==> src/adcsma_pkg.sv <==
package adcsma_pkg;

  // Field widths of the sample and result transactions.
  localparam int unsigned CHAN_W   = 2;
  localparam int unsigned SAMPLE_W = 16;
  localparam int unsigned VOLT_W   = 24;
  localparam int unsigned GAIN_W   = 3;

  // Full scale in microvolts fits 23 unsigned bits.
  localparam int unsigned FS_W   = 23;
  // Signed product of sample and full scale.
  localparam int unsigned PROD_W = SAMPLE_W + FS_W;
  // Magnitude of that product, and the dividend width of the divider.
  localparam int unsigned MAG_W  = PROD_W - 1;
  localparam int unsigned DIV_W  = MAG_W;
  // Divisor width: holds any fill count.
  localparam int unsigned DVS_W  = 16;
  // Sample bits below the sign; the full code is 2**CODE_W - 1.
  localparam int unsigned CODE_W = SAMPLE_W - 1;

  localparam logic [DVS_W-1:0]  FULL_CODE  = 16'd32767;
  localparam logic [GAIN_W-1:0] GAIN_RESET = 3'd1;

  // Gain index codes.
  localparam logic [GAIN_W-1:0] GAIN_6V144 = 3'd0;
  localparam logic [GAIN_W-1:0] GAIN_4V096 = 3'd1;
  localparam logic [GAIN_W-1:0] GAIN_2V048 = 3'd2;
  localparam logic [GAIN_W-1:0] GAIN_1V024 = 3'd3;
  localparam logic [GAIN_W-1:0] GAIN_0V512 = 3'd4;

  typedef struct packed {
    logic [CHAN_W-1:0]          channel;
    logic signed [SAMPLE_W-1:0] raw_sample;
  } in_t;

  typedef struct packed {
    logic signed [VOLT_W-1:0] voltage_uv;
    logic [CHAN_W-1:0]        channel_out;
  } out_t;

  // Full scale in microvolts; all indices above the 0.512 V code mean 0.256 V.
  function automatic logic [FS_W-1:0] full_scale_uv(input logic [GAIN_W-1:0] gain);
    logic [FS_W-1:0] fs;
    case (gain)
      GAIN_6V144: fs = 23'd6144000;
      GAIN_4V096: fs = 23'd4096000;
      GAIN_2V048: fs = 23'd2048000;
      GAIN_1V024: fs = 23'd1024000;
      GAIN_0V512: fs = 23'd512000;
      default:    fs = 23'd256000;
    endcase
    return fs;
  endfunction

endpackage

==> src/adc_scale_moving_average.sv <==
// Converter sample scaling with a moving average on channels 0 and 1. Each sample
// transaction is scaled to microvolts (raw * full scale / 32767, truncated toward
// zero) and one result transaction follows. Channels 2 and 3 return the scaled
// value; channels 0 and 1 return the truncated mean over the last WINDOW samples
// of that channel, or over fewer while the ring is still filling. One item is in
// work at a time. The division by 32767 folds the product bits above bit 14 back
// onto the low bits, one fold per cycle and at most three. The next sample is
// taken once the result has moved into the output register. An averaged item
// adds the ring update and the mean on a bit-serial divider. While the output
// register holds a stalled result, a new result waits in the sequencer until it
// frees. The rings live in one memory of 2*WINDOW entries with a registered read
// port; a finished result waits in the output register while the next sample is
// taken.
module adc_scale_moving_average #(
  parameter int unsigned WINDOW = 10
) (
  input  logic                            clk,
  input  logic                            rst_n,
  input  logic                            in_valid,
  output logic                            in_stall,
  input  adcsma_pkg::in_t                 in_data,
  output logic                            out_valid,
  input  logic                            out_stall,
  output adcsma_pkg::out_t                out_data,
  input  logic                            cfg_valid,
  output logic                            cfg_ready,
  input  logic [adcsma_pkg::GAIN_W-1:0]   cfg_data
);
  import adcsma_pkg::*;

  localparam int unsigned DEPTH  = 2 * WINDOW;
  localparam int unsigned ADDR_W = (DEPTH > 1) ? $clog2(DEPTH) : 1;
  localparam int unsigned PTR_W  = (WINDOW > 1) ? $clog2(WINDOW) : 1;
  localparam int unsigned CNT_W  = $clog2(WINDOW + 1);
  localparam int unsigned SUM_W  = VOLT_W + $clog2(WINDOW);

  typedef enum logic [2:0] {
    S_IDLE,
    S_SCALE_START,
    S_SCALE_DIV,
    S_UPDATE,
    S_AVG_START,
    S_AVG_DIV,
    S_DONE
  } state_t;

  state_t                   state_r;
  logic [GAIN_W-1:0]        gain_r;
  logic [CHAN_W-1:0]        chan_r;
  logic signed [PROD_W-1:0] prod_r;
  logic signed [VOLT_W-1:0] scaled_r;
  logic signed [VOLT_W-1:0] result_r;
  logic                     avg_neg_r;
  logic [ADDR_W-1:0]        addr_r;

  // Folding division by the full code.
  logic [MAG_W-1:0]         fold_r;
  logic [VOLT_W-1:0]        fold_acc_r;

  // Per-channel ring control for the two averaged channels.
  logic [PTR_W-1:0]         ptr_r [2];
  logic [CNT_W-1:0]         cnt_r [2];
  logic signed [SUM_W-1:0]  sum_r [2];

  // Ring memory.
  logic [VOLT_W-1:0]        ring_mem [DEPTH];
  logic [VOLT_W-1:0]        rd_data_r;
  logic                     rd_en;
  logic                     wr_en;

  // Divider for the mean.
  logic                     div_start_r;
  logic [DIV_W-1:0]         div_dividend_r;
  logic [DVS_W-1:0]         div_divisor_r;
  logic                     div_done;
  logic [DIV_W-1:0]         div_quot;

  logic                     out_valid_r;
  out_t                     out_data_r;

  // Scaling product and its magnitude.
  logic signed [PROD_W:0]   raw_ext;
  logic signed [PROD_W:0]   fs_ext;
  logic signed [PROD_W:0]   prod_full;
  logic signed [PROD_W-1:0] prod_abs;

  // Fold terms.
  logic [MAG_W-CODE_W-1:0]  fold_hi;
  logic [MAG_W-1:0]         fold_sum;
  logic                     fold_busy;
  logic [VOLT_W-1:0]        scale_mag;
  logic signed [VOLT_W-1:0] scale_signed;

  // Ring update terms.
  logic                     ch_sel;
  logic                     ring_full;
  logic signed [SUM_W-1:0]  sum_nxt;
  logic [CNT_W-1:0]         cnt_nxt;
  logic [PTR_W-1:0]         ptr_nxt;
  logic signed [SUM_W-1:0]  sum_abs;
  logic [ADDR_W-1:0]        addr_nxt;
  logic signed [VOLT_W-1:0] quot_signed;

  assign cfg_ready = 1'b1;
  assign in_stall  = (state_r != S_IDLE);
  assign out_valid = out_valid_r;
  assign out_data  = out_data_r;

  // Gain register.
  always_ff @(posedge clk) begin
    if (!rst_n) begin
      gain_r <= GAIN_RESET;
    end else if (cfg_valid && cfg_ready) begin
      gain_r <= cfg_data;
    end
  end

  // Sample times full scale, registered before the division.
  always_comb begin
    raw_ext   = (PROD_W + 1)'(in_data.raw_sample);
    fs_ext    = $signed({{(PROD_W + 1 - FS_W){1'b0}}, full_scale_uv(gain_r)});
    prod_full = raw_ext * fs_ext;
    prod_abs  = prod_r[PROD_W-1] ? -prod_r : prod_r;
  end

  // Since 2**15 = 32767 + 1, moving the bits above bit 14 onto the low bits
  // keeps magnitude = 32767 * accumulated + fold. Once the fold is below 2**15
  // it is the remainder, unless it equals the full code itself.
  always_comb begin
    fold_hi      = fold_r[MAG_W-1:CODE_W];
    fold_sum     = MAG_W'(fold_hi) + MAG_W'(fold_r[CODE_W-1:0]);
    fold_busy    = (fold_hi != '0);
    scale_mag    = fold_acc_r + ((fold_r == MAG_W'(FULL_CODE)) ? VOLT_W'(1) : VOLT_W'(0));
    scale_signed = $signed(scale_mag);
  end

  // Ring arithmetic for the channel in work.
  always_comb begin
    ch_sel    = chan_r[0];
    ring_full = (cnt_r[ch_sel] == CNT_W'(WINDOW));
    sum_nxt   = sum_r[ch_sel] + SUM_W'(scaled_r)
                - (ring_full ? SUM_W'($signed(rd_data_r)) : SUM_W'(0));
    cnt_nxt   = ring_full ? cnt_r[ch_sel] : cnt_r[ch_sel] + 1'b1;
    ptr_nxt   = (ptr_r[ch_sel] == PTR_W'(WINDOW - 1)) ? '0 : ptr_r[ch_sel] + 1'b1;
    sum_abs   = sum_r[ch_sel][SUM_W-1] ? -sum_r[ch_sel] : sum_r[ch_sel];
    addr_nxt  = chan_r[0] ? ADDR_W'(WINDOW) + ADDR_W'(ptr_r[chan_r[0]])
                          : ADDR_W'(ptr_r[chan_r[0]]);
    quot_signed = $signed(div_quot[VOLT_W-1:0]);
  end

  assign rd_en = (state_r == S_SCALE_START);
  assign wr_en = (state_r == S_UPDATE);

  // Ring memory with registered read.
  always_ff @(posedge clk) begin
    if (wr_en) begin
      ring_mem[addr_r] <= scaled_r;
    end
    if (rd_en) begin
      rd_data_r <= ring_mem[addr_nxt];
    end
  end

  adcsma_div u_div (
    .clk      (clk),
    .rst_n    (rst_n),
    .start    (div_start_r),
    .dividend (div_dividend_r),
    .divisor  (div_divisor_r),
    .done     (div_done),
    .quotient (div_quot)
  );

  // Sequencer: scale, read-modify-write of the ring, average, deliver.
  always_ff @(posedge clk) begin
    if (!rst_n) begin
      state_r     <= S_IDLE;
      div_start_r <= 1'b0;
      out_valid_r <= 1'b0;
      for (int i = 0; i < 2; i++) begin
        ptr_r[i] <= '0;
        cnt_r[i] <= '0;
        sum_r[i] <= '0;
      end
    end else begin
      div_start_r <= 1'b0;
      if (out_valid_r && !out_stall) begin
        out_valid_r <= 1'b0;
      end
      case (state_r)
        S_IDLE: begin
          if (in_valid) begin
            chan_r  <= in_data.channel;
            prod_r  <= prod_full[PROD_W-1:0];
            state_r <= S_SCALE_START;
          end
        end
        S_SCALE_START: begin
          fold_r     <= prod_abs[MAG_W-1:0];
          fold_acc_r <= '0;
          addr_r     <= addr_nxt;
          state_r    <= S_SCALE_DIV;
        end
        S_SCALE_DIV: begin
          // Fold until the magnitude is below 2**15, then apply the sign.
          if (fold_busy) begin
            fold_acc_r <= fold_acc_r + VOLT_W'(fold_hi);
            fold_r     <= fold_sum;
          end else if (chan_r[1]) begin
            result_r <= prod_r[PROD_W-1] ? -scale_signed : scale_signed;
            state_r  <= S_DONE;
          end else begin
            scaled_r <= prod_r[PROD_W-1] ? -scale_signed : scale_signed;
            state_r  <= S_UPDATE;
          end
        end
        S_UPDATE: begin
          sum_r[ch_sel] <= sum_nxt;
          cnt_r[ch_sel] <= cnt_nxt;
          ptr_r[ch_sel] <= ptr_nxt;
          state_r       <= S_AVG_START;
        end
        S_AVG_START: begin
          div_start_r    <= 1'b1;
          div_dividend_r <= DIV_W'($unsigned(sum_abs));
          div_divisor_r  <= DVS_W'(cnt_r[ch_sel]);
          avg_neg_r      <= sum_r[ch_sel][SUM_W-1];
          state_r        <= S_AVG_DIV;
        end
        S_AVG_DIV: begin
          if (div_done) begin
            result_r <= avg_neg_r ? -quot_signed : quot_signed;
            state_r  <= S_DONE;
          end
        end
        S_DONE: begin
          // The result register frees when its transaction completes.
          if (!out_valid_r || !out_stall) begin
            out_valid_r            <= 1'b1;
            out_data_r.voltage_uv  <= result_r;
            out_data_r.channel_out <= chan_r;
            state_r                <= S_IDLE;
          end
        end
        default: begin
          state_r <= S_IDLE;
        end
      endcase
    end
  end

endmodule

==> src/adcsma_div.sv <==
// Unsigned restoring divider, one quotient bit per cycle.
module adcsma_div (
  input  logic                        clk,
  input  logic                        rst_n,
  input  logic                        start,
  input  logic [adcsma_pkg::DIV_W-1:0] dividend,
  input  logic [adcsma_pkg::DVS_W-1:0] divisor,
  output logic                        done,
  output logic [adcsma_pkg::DIV_W-1:0] quotient
);
  import adcsma_pkg::*;

  localparam int unsigned CNT_W = $clog2(DIV_W + 1);

  logic [DIV_W-1:0] quot_r;
  logic [DVS_W-1:0] rem_r;
  logic [DVS_W-1:0] dvs_r;
  logic [CNT_W-1:0] cnt_r;
  logic             done_r;

  logic [DVS_W:0]   shifted;
  logic [DVS_W:0]   trial;
  logic             take;

  // One trial subtraction of the shifted remainder.
  always_comb begin
    shifted = {rem_r, quot_r[DIV_W-1]};
    trial   = shifted - {1'b0, dvs_r};
    take    = (shifted >= {1'b0, dvs_r});
  end

  always_ff @(posedge clk) begin
    if (!rst_n) begin
      cnt_r  <= '0;
      done_r <= 1'b0;
    end else begin
      done_r <= 1'b0;
      if (start) begin
        quot_r <= dividend;
        rem_r  <= '0;
        dvs_r  <= divisor;
        cnt_r  <= CNT_W'(DIV_W);
      end else if (cnt_r != '0) begin
        quot_r <= {quot_r[DIV_W-2:0], take};
        rem_r  <= take ? trial[DVS_W-1:0] : shifted[DVS_W-1:0];
        cnt_r  <= cnt_r - 1'b1;
        if (cnt_r == CNT_W'(1)) begin
          done_r <= 1'b1;
        end
      end
    end
  end

  assign done     = done_r;
  assign quotient = quot_r;

endmodule

==> config.mk <==
export PLATFORM = sky130hd
export DESIGN_NAME = adc_scale_moving_average
export DESIGN_NICKNAME = d
export VERILOG_FILES = /design/src/adcsma_pkg.sv /design/src/adc_scale_moving_average.sv /design/src/adcsma_div.sv
export SDC_FILE = /design/constraint.sdc
export NUM_CORES = 2
export LEC_CHECK = 0
export BUFFER_PORTS_ARGS = -buffer_cell sky130_fd_sc_hd__buf_2
export CAP_MARGIN = 25
export CORE_MARGIN = 4
export CORE_UTILIZATION = 40
export CTS_CLUSTER_SIZE = 20
export DETAILED_ROUTE_END_ITERATION = 16
export GPL_ROUTABILITY_DRIVEN = 0
export HOLD_SLACK_MARGIN = 0.05
export PLACE_DENSITY = 0.62
export SKIP_LAST_GASP = 1
export SLEW_MARGIN = 15
export SYNTH_ARGS = -nofsm -noshare
export SYNTH_HDL_FRONTEND = slang
export SYNTH_HIERARCHICAL = 1
export SYNTH_SLANG_ARGS = --single-unit
==> constraint.sdc <==
create_clock -name clk -period 15.49 [get_ports clk]
set_clock_uncertainty 0.2 [all_clocks]
set_input_delay 1.549 -clock clk [delete_from_list [all_inputs] [get_ports clk]]
set_output_delay 1.549 -clock clk [all_outputs]
set_load 0.005 [all_outputs]
==> flow_summary.json <==
{
  "crit_path_max_incr_delay_ns": 0.62,
  "crit_path_end_kind": "flop",
  "irDropWorstVdd_uv": 143,
  "die_h_microns": 357,
  "syn-cell-area_sq_um": 48600,
  "avgRoutedWirePerCell_microns": 19.7,
  "htreeDepth": 3,
  "fillers": 10980,
  "reg2reg_from": "gain_r[0]",
  "holdBufCountCts": 0,
  "ant_nets": 0,
  "grt_util_all_layers": 0.186,
  "portBuffers": 53,
  "syn_area_per_cell_sq_um": 11.2,
  "yosysWarningCount": 6,
  "rrSetupSlack_ns": 7.66,
  "dpl_cell_area_sq_um": 51100,
  "fin_nets": 4770,
  "finalCriticalPeriod_ns": 7.83,
  "grt_max_degree": 146,
  "status": "finished, final reports clean",
  "ys_ff_latch": 866,
  "initial_core_util": 0.404,
  "vias": 32430,
  "hp-class": "reg2reg",
  "setup_viol": 0,
  "hold_viol_final": 0,
  "r2r-end": "prod_r[37]",
  "clock-sinks": 866,
  "tightest_slew_ns": 1.01,
  "clk-insertion-delay-late_ns": 0.66,
  "drt-initial-drc-count": 2696,
  "layout.cells.most_common": "edfxtp_1",
  "die_width_microns": 357,
  "ioPinCount": 55,
  "slowest_stage": "or2_2",
  "hold_path_startpoint": "div_divisor_r[3]",
  "synth-edff-count": 850,
  "required_ns": 15.69,
  "power_w": 0.00926,
  "min_delay_path_depth": 0,
  "grt_pass1_vias": 31483,
  "clk_pin_slew_ns": 0.07,
  "worstPathArrival_ns": 8.03,
  "clk_path_buf_depth": 3,
  "gr-total-overflow": 0,
  "ys_async_sr_fraction": 0,
  "rsz0062_at_grt": "false",
  "final_area_sq_um": 54200,
  "rows": 127,
  "yosysSeqAreaShare": 0.532,
  "maxCapViolations": 0,
  "cellLeakagePower_nw": 20.7,
  "ctsResizeCount": 0,
  "antenna_found_initial": 8,
  "post-cts-setup-buffer-count": 0,
  "synthCells": 4332,
  "drv_slew": 0,
  "finalCritPeriodShare": 0.506,
  "critPathMaxFanout": 18,
  "cts_root_buffer": "clkbuf_16",
  "reg2regPathDepth": 22,
  "layout-drive-gt1-share": 0.0852,
  "power.density_nw_per_um2": 171,
  "numCtsBuffers": 93,
  "wl_microns": 119000,
  "cpMostUsedCell": "fa_1",
  "fmax_mhz": 128,
  "grt_pass1_wl_microns": 185000,
  "core_area_sq_um": 120000,
  "cts_tree": "yes",
  "dr.pass1.iters": 8,
  "synth_flop_cell": "edfxtp_1",
  "start_kind": "flop",
  "finalSetupTns_ns": 0,
  "final_cell_mix": "edfxtp_1 (850), nand2_1 (739), inv_1 (351)",
  "multi_input_area_sq_um": 20900,
  "worstSetupPathType": "reg2reg",
  "syn2layout_area_growth_pct": 11.5,
  "min_delay_worst_endpoint": "u_div/dvs_r[3]",
  "register_area_sq_um": 25800,
  "dp_hpwl_microns": 79200,
  "path_cells": "nand2b_1 -> or2_2 -> and2_1 -> fa_1 -> inv_1 -> fa_1 -> fa_1 -> inv_1 -> fa_1 -> fa_1 -> inv_1 -> fa_1 -> inv_1 -> ha_1 -> or4_1 -> a211oi_1 -> o31a_1 -> o31ai_1 -> a21o_1 -> a221oi_1 -> o21ai_0 -> xor2_1",
  "synth_cell_type_count": 89,
  "drc_errors": 0,
  "die-area_sq_um": 127000,
  "vias_per_cell": 5.36,
  "slew_headroom": 0.324
}
==> cell usage after synthesis, types with 26 or more instances <==
master    instances  area share
ha_1            203       0.052
nor2b_1          26      0.0033
buf_1            26      0.0020
nor2_1          254       0.020
o21a_1           27      0.0042
a21oi_1         105       0.011
inv_1           351       0.027
mux2i_1          50       0.010
nor3_1           62      0.0064
and2_1          123       0.016
o21ai_0         120       0.012
a311oi_1         97       0.017
and3_1           84       0.011
mux2_2           42      0.0097
a21o_1           30      0.0046
nand2_1         739       0.057
edfxtp_1        850        0.52
xor2_1           97       0.017
clkbuf_1        147       0.011
nand3_1         201       0.021
fa_1            179       0.074
o31ai_1          40      0.0062
xnor2_1         114       0.021
nand2b_1         35      0.0045
==> sequential cells by signal (all words and copies together), names as in the netlist, 5 cells and up, named ones only <==
register and count:
cnt_r 8, ring_mem 480, result_r 24, fold_acc_r 24, addr_r 5, rd_data_r 24
u_div/cnt_r 6, u_div/dvs_r 16, ptr_r 8, fold_r 38, prod_r 28, scaled_r 24
div_dividend_r 28, u_div/quotient 38, out_data 26, sum_r 56, u_div/rem_r 16
==> stage by stage <==
step	instances	setup slack [ns]	hold slack, ns	util
after detailed placement	5877	7.48	0.205	0.425
after global placement	5862	7.49	0.205	0.422
final	6054	7.66	0.204	0.451
after floorplan	4353	7.88	0.200	-
after global routing	6051	7.16	0.222	0.451
after CTS	6049	7.63	0.204	0.450
==> metal layers <==
layer / global-route usage / part of all wire
met3: 0.0335 / 0.072
met5: 0 / 0.00011
met2: 0.298 / 0.46
met4: 0.0581 / 0.027
met1: 0.258 / 0.44
==> worst max-delay path: cells and delay by family (launching register included) <==
kind / cells / cell delay [ns]
buf+inv: 4 / 0.20
simple gates: 4 / 1.85
compound gates: 6 / 1.39
flops: 1 / 0.46
xor+xnor: 1 / 0.16
fa+ha+maj: 7 / 3.28
==> how the worst max path moves through the flow <==
stage | depth (start not counted) | slack (ns) | startpoint | endpoint
after floorplan | 21 | 7.88 | in_data[5] | prod_r[37]
after global placement | 21 | 7.49 | in_data[6] | prod_r[37]
after detailed placement | 21 | 7.48 | in_data[6] | prod_r[37]
after CTS | 22 | 7.63 | gain_r[0] | prod_r[37]
after global routing | 21 | 7.16 | gain_r[0] | prod_r[36]
final | 22 | 7.66 | gain_r[0] | prod_r[37]
==> cell families (layout without fill, tap and decap cells) <==
| logic type | after synthesis | count (layout) | synth area share |
|---|---|---|---|
| fa+ha+maj | 382 | 382 | 0.126 |
| xor+xnor | 211 | 211 | 0.0380 |
| compound gates | 575 | 575 | 0.0832 |
| simple gates | 1648 | 1648 | 0.157 |
| flops | 866 | 866 | 0.532 |
| mux | 93 | 93 | 0.0203 |
| other cells | 2 | 26 | 0.000154 |
| buf+inv | 555 | 641 | 0.0438 |
==> report_power, final <==
| group | internal, W | switching, W |
|---|---|---|
| clock | 0.00131 | 0.000925 |
| sequential | 0.00298 | 0.000194 |
| combinational | 0.00155 | 0.00230 |
==> final cells by class <==
class                      count  area share
antenna                        3    0.000138
clock buffer                 112      0.0458
clock inverter                60      0.0106
inverter                     354      0.0246
multi-input combinational   2932       0.386
sequential                   866       0.477
tap                         1612      0.0372
timing repair buffer         115      0.0186
No activity file was read; power rests on OpenSTA's default activity.
